--- src/hdl/tsi_pkg.sv ---
`timescale 1ns / 1ps
`default_nettype none
// ----------------------------------------------------------------------------
// tsi_pkg
// Shared types, constants and helpers of the timed sample interpolator.
// ----------------------------------------------------------------------------
package tsi_pkg;

   localparam int TABLE_DEPTH_DEF = 1024;
   localparam int ANGLE_W         = 26;
   localparam int TIME_W          = 32;
   localparam int NUM_ANGLES      = 4;
   localparam int ANG_WORD_W      = ANGLE_W * NUM_ANGLES;
   localparam int CNT_W           = 11;
   localparam int FRAC_W          = 16;
   localparam int S_W             = FRAC_W + 1;
   localparam int DIV_STEPS       = S_W;
   localparam int DIFF_W          = TIME_W + 2;
   localparam int PROD_W          = DIFF_W + S_W + 1;
   localparam int LANE_W          = 3;
   localparam logic [LANE_W-1:0] LANE_LAST = LANE_W'(NUM_ANGLES);

   localparam logic signed [ANGLE_W:0] HALF_TURN = (ANGLE_W+1)'(180 * 65536);
   localparam logic signed [ANGLE_W:0] FULL_TURN = (ANGLE_W+1)'(360 * 65536);
   localparam logic [CNT_W-1:0] SAMPLE_COUNT_RST = CNT_W'(1024);

   // Register byte addresses.
   localparam logic [1:0] REG_SAMPLE_COUNT = 2'd0;

   typedef enum logic [2:0] {
      ST_INTERP = 3'd0,
      ST_FIRST  = 3'd1,
      ST_PAST   = 3'd2,
      ST_ZERO   = 3'd3,
      ST_LOADED = 3'd4
   } status_type;

   typedef enum logic [3:0] {
      S_IDLE,
      S_SCAN_RD,
      S_SCAN_CMP,
      S_PREV_RD,
      S_PREV_CAP,
      S_DIV,
      S_MUL,
      S_ACC,
      S_DONE
   } state_type;

   typedef struct packed {
      logic       take_item;
      logic       scan_first;
      logic       scan_next;
      logic       rd_prev;
      logic       cap_cur;
      logic       cap_prev;
      logic       div_step;
      logic       mul_step;
      logic       acc_step;
      logic       set_status;
      status_type status;
      logic       out_load;
   } ctl_cmd_type;

   typedef struct packed {
      logic is_query;
      logic count_zero;
      logic hit;
      logic idx_zero;
      logic zero_interval;
      logic last_entry;
      logic div_last;
      logic lane_last;
      logic out_free;
   } dp_stat_type;

   // Angles above a half turn are brought down by a full turn.
   function automatic logic signed [ANGLE_W:0] wrap_angle(input logic signed [ANGLE_W-1:0] v);
      logic signed [ANGLE_W:0] x;
      x = (ANGLE_W+1)'(v);
      return (x > HALF_TURN) ? x - FULL_TURN : x;
   endfunction

endpackage
`default_nettype wire

--- src/hdl/tsi_ctrl.sv ---
`timescale 1ns / 1ps
`default_nettype none
// ----------------------------------------------------------------------------
// tsi_ctrl
// Sequencer: table walk, neighbor fetch, divide, blend and result hand-off.
// ----------------------------------------------------------------------------
module tsi_ctrl (
   input  wire                  clock,
   input  wire                  reset,
   input  wire                  req_tvalid,
   output logic                 req_tready,
   input  tsi_pkg::dp_stat_type stat,
   output tsi_pkg::ctl_cmd_type cmd
);

   tsi_pkg::state_type state_ff, state_in;

   always_ff @(posedge clock) begin
      if (reset) begin
         state_ff <= tsi_pkg::S_IDLE;
      end else begin
         state_ff <= state_in;
      end
   end

   always_comb begin
      state_in = state_ff;
      case (state_ff)
         tsi_pkg::S_IDLE: begin
            if (req_tvalid) begin
               if (stat.is_query && !stat.count_zero) state_in = tsi_pkg::S_SCAN_RD;
               else state_in = tsi_pkg::S_DONE;
            end
         end
         tsi_pkg::S_SCAN_RD:  state_in = tsi_pkg::S_SCAN_CMP;
         tsi_pkg::S_SCAN_CMP: begin
            if (stat.hit) begin
               if (stat.idx_zero || stat.zero_interval) state_in = tsi_pkg::S_DONE;
               else state_in = tsi_pkg::S_PREV_RD;
            end else if (stat.last_entry) begin
               state_in = tsi_pkg::S_DONE;
            end else begin
               state_in = tsi_pkg::S_SCAN_RD;
            end
         end
         tsi_pkg::S_PREV_RD:  state_in = tsi_pkg::S_PREV_CAP;
         tsi_pkg::S_PREV_CAP: state_in = tsi_pkg::S_DIV;
         tsi_pkg::S_DIV: begin
            if (stat.div_last) state_in = tsi_pkg::S_MUL;
         end
         tsi_pkg::S_MUL: state_in = tsi_pkg::S_ACC;
         tsi_pkg::S_ACC: begin
            if (stat.lane_last) state_in = tsi_pkg::S_DONE;
            else state_in = tsi_pkg::S_MUL;
         end
         tsi_pkg::S_DONE: begin
            if (stat.out_free) state_in = tsi_pkg::S_IDLE;
         end
         default: state_in = tsi_pkg::S_IDLE;
      endcase
   end

   always_comb begin
      cmd = '0;
      cmd.status = tsi_pkg::ST_INTERP;
      req_tready = 1'b0;
      case (state_ff)
         tsi_pkg::S_IDLE: begin
            req_tready = 1'b1;
            if (req_tvalid) begin
               cmd.take_item = 1'b1;
               if (!stat.is_query) begin
                  cmd.set_status = 1'b1;
                  cmd.status     = tsi_pkg::ST_LOADED;
               end else if (stat.count_zero) begin
                  cmd.set_status = 1'b1;
                  cmd.status     = tsi_pkg::ST_PAST;
               end else begin
                  cmd.scan_first = 1'b1;
               end
            end
         end
         tsi_pkg::S_SCAN_CMP: begin
            if (stat.hit) begin
               cmd.cap_cur = 1'b1;
               if (stat.idx_zero) begin
                  cmd.set_status = 1'b1;
                  cmd.status     = tsi_pkg::ST_FIRST;
               end else if (stat.zero_interval) begin
                  cmd.set_status = 1'b1;
                  cmd.status     = tsi_pkg::ST_ZERO;
               end
            end else begin
               cmd.scan_next = 1'b1;
               if (stat.last_entry) begin
                  cmd.set_status = 1'b1;
                  cmd.status     = tsi_pkg::ST_PAST;
               end
            end
         end
         tsi_pkg::S_PREV_RD:  cmd.rd_prev  = 1'b1;
         tsi_pkg::S_PREV_CAP: cmd.cap_prev = 1'b1;
         tsi_pkg::S_DIV:      cmd.div_step = 1'b1;
         tsi_pkg::S_MUL:      cmd.mul_step = 1'b1;
         tsi_pkg::S_ACC: begin
            cmd.acc_step = 1'b1;
            if (stat.lane_last) begin
               cmd.set_status = 1'b1;
               cmd.status     = tsi_pkg::ST_INTERP;
            end
         end
         tsi_pkg::S_DONE: cmd.out_load = stat.out_free;
         default: cmd = '0;
      endcase
   end

endmodule
`default_nettype wire

--- config.mk ---
export PLATFORM = sky130hd
export DESIGN_NAME = tsi_ctrl
export DESIGN_NICKNAME = d
export VERILOG_FILES = /design/src/hdl/tsi_pkg.sv /design/src/hdl/tsi_ctrl.sv
export SDC_FILE = /design/constraint.sdc
export NUM_CORES = 1
export LEC_CHECK = 0
export ABC_AREA = 1
export BUFFER_PORTS_ARGS = -buffer_cell sky130_fd_sc_hd__buf_2
export CAP_MARGIN = 20
export CORE_AREA = 2 2 39 41
export CTS_CLUSTER_SIZE = 16
export DETAILED_ROUTE_END_ITERATION = 16
export DIE_AREA = 0 0 41 43
export HOLD_SLACK_MARGIN = 0.05
export PLACE_DENSITY = 0.67
export RECOVER_POWER = 25
export REMOVE_ABC_BUFFERS = 1
export SLEW_MARGIN = 20
export SYNTH_ARGS = -nofsm -noshare
export SYNTH_HDL_FRONTEND = slang
export SYNTH_SLANG_ARGS = --single-unit
--- constraint.sdc ---
create_clock -name clock -period 1.05 [get_ports clock]
set_input_delay 0.21 -clock clock [delete_from_list [all_inputs] [get_ports clock]]
set_output_delay 0.21 -clock clock [all_outputs]
set_load 0.005 [all_outputs]
== Word level (Yosys, flattened, before mapping) ==
Index checks and enable logic that the tools add are counted.
Word-level totals
  ROM bits: 0
  bits in writable memories: 0
  flip-flop bits (word level): 4
  memories: 0
  bits in latches: 0
  word-level logic and storage cells: 50
  input port bits: 12
Cells by class
  equal/unequal tests: 11
  div/mod/pow operators: 0
  magnitude comparators: 0
  reductions and logical operators: 5
  add/sub/neg operators: 0
  multiply operators: 0
  shifts and indexed selects: 0
  bitwise operators: 0
  mux-type cells: 33
Operator list (count)
  $mux W4: 16
  $pmux W4 S9: 1
  $eq A4 B3 Y1 const B: 4
  $mux W1: 13
  $pmux W4 S3: 1
  $eq A4 B2 Y1 const B: 2
  $ne A2 B2 Y1 const B: 3
  $eq A4 B1 Y1 const B: 1
  $eq A4 B4 Y1 const B: 1
  $logic_not A4 Y1: 1
  $mux W2: 2
  $reduce_and A3 Y1: 1
  $logic_and A1 B1 Y1: 1
  $logic_not A1 Y1: 1
  $logic_or A1 B1 Y1: 1

== Longest topological paths before layout ==
Gate-level depths: netlist of run 1.
  depth after elaboration: 5
  depth in mapped cells: 8

== Worst setup path before layout of run 1 ==
No wires, ideal clock.
  path type: flip-flop to output port
  start point: reg state_ff[1]
  end point: out cmd[2] in the netlist's numbering
  required time: 0.840 ns
  setup slack: -0.072 ns
  stages on the path, launching flop included: 5
  data arrival time: 0.912 ns
  cell sequence: dfxtp_1 -> nand2_1 -> nor2_1 -> nand2_1 -> o21ai_0
RTL lines
  from (decl): line tsi_ctrl.sv:16  | tsi_pkg::state_type state_ff, state_in;
  from (signal assigned): line tsi_ctrl.sv:20  | state_ff <= tsi_pkg::S_IDLE;
  from (signal assigned): line tsi_ctrl.sv:22  | state_ff <= state_in;
  to (decl): line tsi_ctrl.sv:13  | output tsi_pkg::ctl_cmd_type cmd

==> run metrics, run 1 <==
Die Height=43 um; type of the worst min-delay path=input port to flip-flop; CTS tree=done; Util after Layout=57.59%; Synth area leader=dfxtp_1; Top reg by flops=state_ff; Post-Route Setup TNS=-4.497 ns; RSZ-0062 raised after global routing=yes; Max-slew headroom=83.99%; Remaining DRCs=0; LEAKAGE=0.0004843 uW; die width=41 um; Worst path max stage delay=0.36 ns; # setup viols final=18; Max Fclk=0.7011 GHz; grt ovf=0; ANT cells=0; Avg Cell Area, Syn=5.437 um2; Yosys reg bits=4; Pint=383.5 uW; crit path capture type=output pin; Max Cap Viol=0; Most common cell on crit path=nor2_4; Layout fillers=133; Worst Clk Skew=0.003654 ns; Synth area leaders=dfxtp_1, nand2_1, inv_1; Fin. Hold Viols=0; die area=0.001763 mm2; Clk pwr share=35.2%; startpoint types=flip-flop; final count of pins violating max slew=0; Clock Latency Late Sink=0.24 ns; switching portion of total power=32.51%; Antenna Nets Post-Route=0; Max VDD drop=567.6 uV; HPWL Detailed=1.056 mm; drt via density=4.354; Final Routed Wirelength=1.360 mm; Total Routing Usage GR=18.98%; Crit path buffers/inverters=1; Seq pwr share=29.3%; I/O Buffers=26; critical-path maximum fanout=4; largest net degree at the start of global routing=7; Comb power frac=35.5%; clock transition at the registers of the reported paths=0.04 ns; num rows=14; Worst path top cell family by delay=simple AND/OR/NAND/NOR gates; status=complete, but fails checks; Starting Density=31.83%; Pwr Density=713.0 mW/mm2; ratio of cells with drive above 1 in the final layout=55.47%; post-synth top area share=18.18%; Critical Path, Cell by Cell=nor2_4 > nand2_4 > nor2_4 > o21ai_1 > nand2_1 > buf_2; Cells after DPL=136; Worst-Margin Slew=0.2391 ns; first-pass GRT wire length=2.297 mm; Mapped Area=440.4 um2; failing checks=setup timing; max FFs per register=4; Finished Layout Cells=144; worst slack, placed=-0.2074 ns; number of top-level pins=27; initial antenna violation count=0; sequential share of the synthesized area=18.18%; vias in the first global route=587; drt wl/cell=9.444 um; Mapped Cells=81; GP Congestion=0.7797; fin nets=142; Clock Tree Buf Depth=2; CP Class=flip-flop to output pin; First-pass DRT Iterations=4; synth warn=0; crit share post-route=135.8%; total power=568.3 uW; slowest stage cell, crit path=dfxtp_4; biggest regs=state_ff: 4 flops; Crit path required time=0.84 ns; Via Count=627; Num Clock Sinks=4; R2R Setup Slk=-0.10 ns; clock root buffer=clkbuf_4; CTS H-Tree Depth=1; Area Growth Syn to Fin=80.97%; Cell variety after synth=18; setup ws final=-0.3763 ns; Psw=184.7 uW; initial DRC count=7; min cycle time layout=1.426 ns; core area=0.001384 mm2; CTS buffer count=3; critical path data arrival time=1.22 ns
==> logic make-up (layout without fill, tap and decap cells) <==
logic type | after synthesis | in the layout | share of synthesized area (%)
and+or+nand+nor | 52 | 52 | 57.96
buffers and inverters | 19 | 66 | 16.19
AOI/OAI and AO/OA | 6 | 6 | 7.670
DFF | 4 | 4 | 18.18
==> metal layers <==
metal  vias to the layer above  global-route usage (%)  part of all wire, %
met4                         0                   10.00                  1.0
met3                         2                   3.141                  2.4
met2                         8                   29.06                   53
li1                        341                       -                    -
met1                       276                   24.12                   43
met5                         -                       0                    0
==> metrics by stage <==
step / hold WS [ns] / instance area [um2]
6_report: 0.1644 / 797.0
5_1_grt: 0.1650 / 797.0
4_1_cts: 0.1577 / 789.5
3_5_place_dp: 0.4253 / 688.2
3_3_place_gp: 0.4204 / 688.2
2_1_floorplan: 0.2791 / 440.4
==> Yosys cell counts (all sizes together) <==
master and count:
a21oi 2, a31oi 1, dfxtp 4, inv 19, nand2 21, nand3 7
nor2 19, nor3 3, nor4 1, o211ai 1, o21ai 2, or2 1
==> power by group through the flow <==
stage          clock (uW)  combinational (uW)  sequential, uW
2_1_floorplan           0                86.7             169
3_3_place_gp            0                 158             170
3_5_place_dp            0                 160             170
4_1_cts               211                 197             165
5_1_grt               225                 224             167
6_report              200                 202             166
==> layout make-up <==
| class | instances | area [um2] | share of cell area, % |
|---|---|---|---|
| Clock buffer | 3 | 22.52 | 2.826 |
| Inverter | 19 | 73.82 | 9.262 |
| Multi-Input combinational cell | 58 | 321.6 | 40.35 |
| Sequential cell | 4 | 90.09 | 11.30 |
| Tap cell | 16 | 20.02 | 2.512 |
| Timing Repair Buffer | 44 | 269.0 | 33.75 |
==> placed cells by master (no fill, tap or decap), drive strengths merged <==
cell type  instances
a31oi              1
nand3              7
buf               44
or2                1
inv               19
nand2             21
clkbuf             3
o21ai              2
nor2              19
nor3               3
o211ai             1
a21oi              2
nor4               1
dfxtp              4
==> worst paths after layout <==
path	startpoint	cells past startpoint	to
setup / recovery	state_ff[0]	6	cmd[4]
hold / removal	reset	2	state_ff[0]
setup reg to reg	state_ff[0]	8	state_ff[0]
hold reg to reg	state_ff[2]	3	state_ff[2]
==> worst register-to-register path: cells and delay by family (launching register included) <==
| family | cells | cell delay (ns) |
|---|---|---|
| flops | 1 | 0.38 |
| simple gates | 5 | 0.41 |
| compound gates | 1 | 0.05 |
| buf+inv | 2 | 0.19 |
==> repair_timing <==
action	in CTS	in global routing
setup buffers	5	0
gates resized for setup	16	5
endpoints found under the setup margin	19	19
hold buffers	0	0
pin swaps	7	1
(Power assumes the default switching activity.)
==> run 2, diff against run 1 <==
==> constraint.sdc (replaced) <==
create_clock -name clock -period 1.3 [get_ports clock]
set_input_delay 0.26 -clock clock [delete_from_list [all_inputs] [get_ports clock]]
set_output_delay 0.26 -clock clock [all_outputs]
set_load 0.005 [all_outputs]
==> run 2 against run 1 <==
  * The run still ends with setup timing left
  * Clock-buffer cell count stayed put
  * Clock skew fell by 0.0026 ns
  * Sequential cell count unchanged
==> run metrics, run 2 (synthesis gave the netlist of run 1 again) <==
status=complete, but fails checks; failing checks=setup timing; grt ovf=0 (unchanged); drt via density=4.407 (+1.2%); largest net degree at the start of global routing=7 (unchanged); # setup viols final=13 (-5); clock transition at the registers of the reported paths=0.04 ns (about the same); total power=438.9 uW (-23%); Clock Latency Late Sink=0.23 ns (about the same); type of the worst min-delay path=input port to flip-flop; final count of pins violating max slew=0 (unchanged); Area Growth Syn to Fin=70.45%; Max Fclk=0.6801 GHz; Worst path top cell family by delay=simple AND/OR/NAND/NOR gates; vias in the first global route=585 (-0.34%); setup ws final=-0.1704 ns (+0.2059 ns); worst slack, placed=-0.06113 ns (+0.1463 ns); CTS buffer count=3 (unchanged); Final Routed Wirelength=1.294 mm (-4.9%); Final Cell Area=750.7 um2 (-5.8%); Die Height=43 um (unchanged); Most common cell on crit path=nor2_1; commonest non-fill, non-tap cells in the layout=buf_2, nand2_1, inv_1, buf_4, nor2_1; Worst-Margin Slew=0.2374 ns (-0.001718 ns); biggest regs=state_ff: 4 flops; HPWL Detailed=1.020 mm (-3.4%); startpoint types=flip-flop; die width=41 um (unchanged); num rows=14 (unchanged); number of top-level pins=27 (unchanged); CP Class=flip-flop to output pin; I/O Buffers=26 (unchanged); Crit path buffers/inverters=1 (unchanged); max FFs per register=4 (unchanged); hold_ws=0.2171 ns (+0.05263 ns); first-pass GRT wire length=2.235 mm (-2.7%); Max Cap Viol=0 (unchanged); Pwr Density=584.6 mW/mm2 (-18%); critical path data arrival time=1.21 ns (about the same); Antenna Nets Post-Route=0 (unchanged); initial antenna violation count=0 (unchanged); drt wl/cell=9.243 um (-2.1%); Max VDD drop=551.8 uV (-2.8%); ratio of cells with drive above 1 in the final layout=52.42% (-3.0 points); slowest stage cell, crit path=dfxtp_2; Worst path max stage delay=0.34 ns (-0.02 ns); CTS tree=done; Total Routing Usage GR=18.24% (-0.74 points); First-pass DRT Iterations=4 (unchanged); most common cell after layout, fill and taps aside=buf_2; clock root buffer=clkbuf_4; Num Clock Sinks=4 (unchanged); critical-path maximum fanout=4 (unchanged); CTS H-Tree Depth=1 (unchanged); Starting Density=31.83% (unchanged); Crit path required time=1.04 ns (+0.20 ns); GP Congestion=0.7989 (+2.5%); area of placed instances=665.6 um2 (-3.3%); Top reg by flops=state_ff; Worst Clk Skew=0.001029 ns (-0.002625 ns); core area=0.001384 mm2 (unchanged); LEAKAGE=0.0004616 uW (-4.7%); Critical Path, Cell by Cell=nor2_4 > nand3_2 > nor2_1 > nor2_1 > nand2_1 > buf_2; Remaining DRCs=0 (unchanged); Clock Tree Buf Depth=2 (unchanged); fin nets=138 (-2.8%); ANT cells=0 (unchanged); Via Count=617 (-1.6%); crit path capture type=output pin; initial DRC count=14 (+7); Util after Layout=54.25% (-3.3 points); Fin. Hold Viols=0 (unchanged); RSZ-0062 raised after global routing=yes; crit share post-route=113.1%; min cycle time layout=1.470 ns; die area=0.001763 mm2 (unchanged); Max-slew headroom=84.10% (+0.12 points)
run 2: cell count changes in the layout (fill, tap and decap cells not counted):
cell / change
buf_4: -3
buf_6: -1
nor3_2: -2
nor3_1: +2
nand2_2: -1
inv_1: -1
inv_2: +1
nand2_1: +1
run 2: cell type report:
class                   instances  area, um2
repair buffers                 40      235.2
inverters                      19      73.82
flip-flops and latches          4      90.09
clock buffers                   3      22.52
fillers                       148      633.1
multi-input cells              58      309.0
well taps                      16      20.02
run 2: final timing paths:
kind / cells after the start / slack (ns) / to / from
max: 6 / -0.17 / cmd[4] / state_ff[2]
max reg2reg: 9 / 0.17 / state_ff[0] / state_ff[3]
min reg2reg: 3 / 0.64 / state_ff[0] / state_ff[1]
min: 2 / 0.22 / state_ff[0] / reset
run 2: through the flow:
step,std cells,setup TNS (ns)
after floorplan,81,0
after global placement,133,-0.05303
after detailed placement,133,-0.08185
after CTS,140,-1.033
after global routing,140,-1.937
final,140,-1.014
run 2: where the power goes:
group          switching (uW)  internal, uW  total, uW
registers                9.19           126        135
logic                    78.7          72.1        151
clock network            49.8           103        153
run 2: what timing repair did:
action	CTS	global route
gates resized for setup	16	2
hold buffers	0	0
endpoints found under the hold margin	0	0
pin swaps	4	1
setup buffers	4	0
setup endpoints to repair	15	15
run 2: metal layers:
metal	wire (um)	track usage (%)
met2	709	30.94
met4	36	11.33
met1	508	19.81
met3	40	2.094
met5	0	0
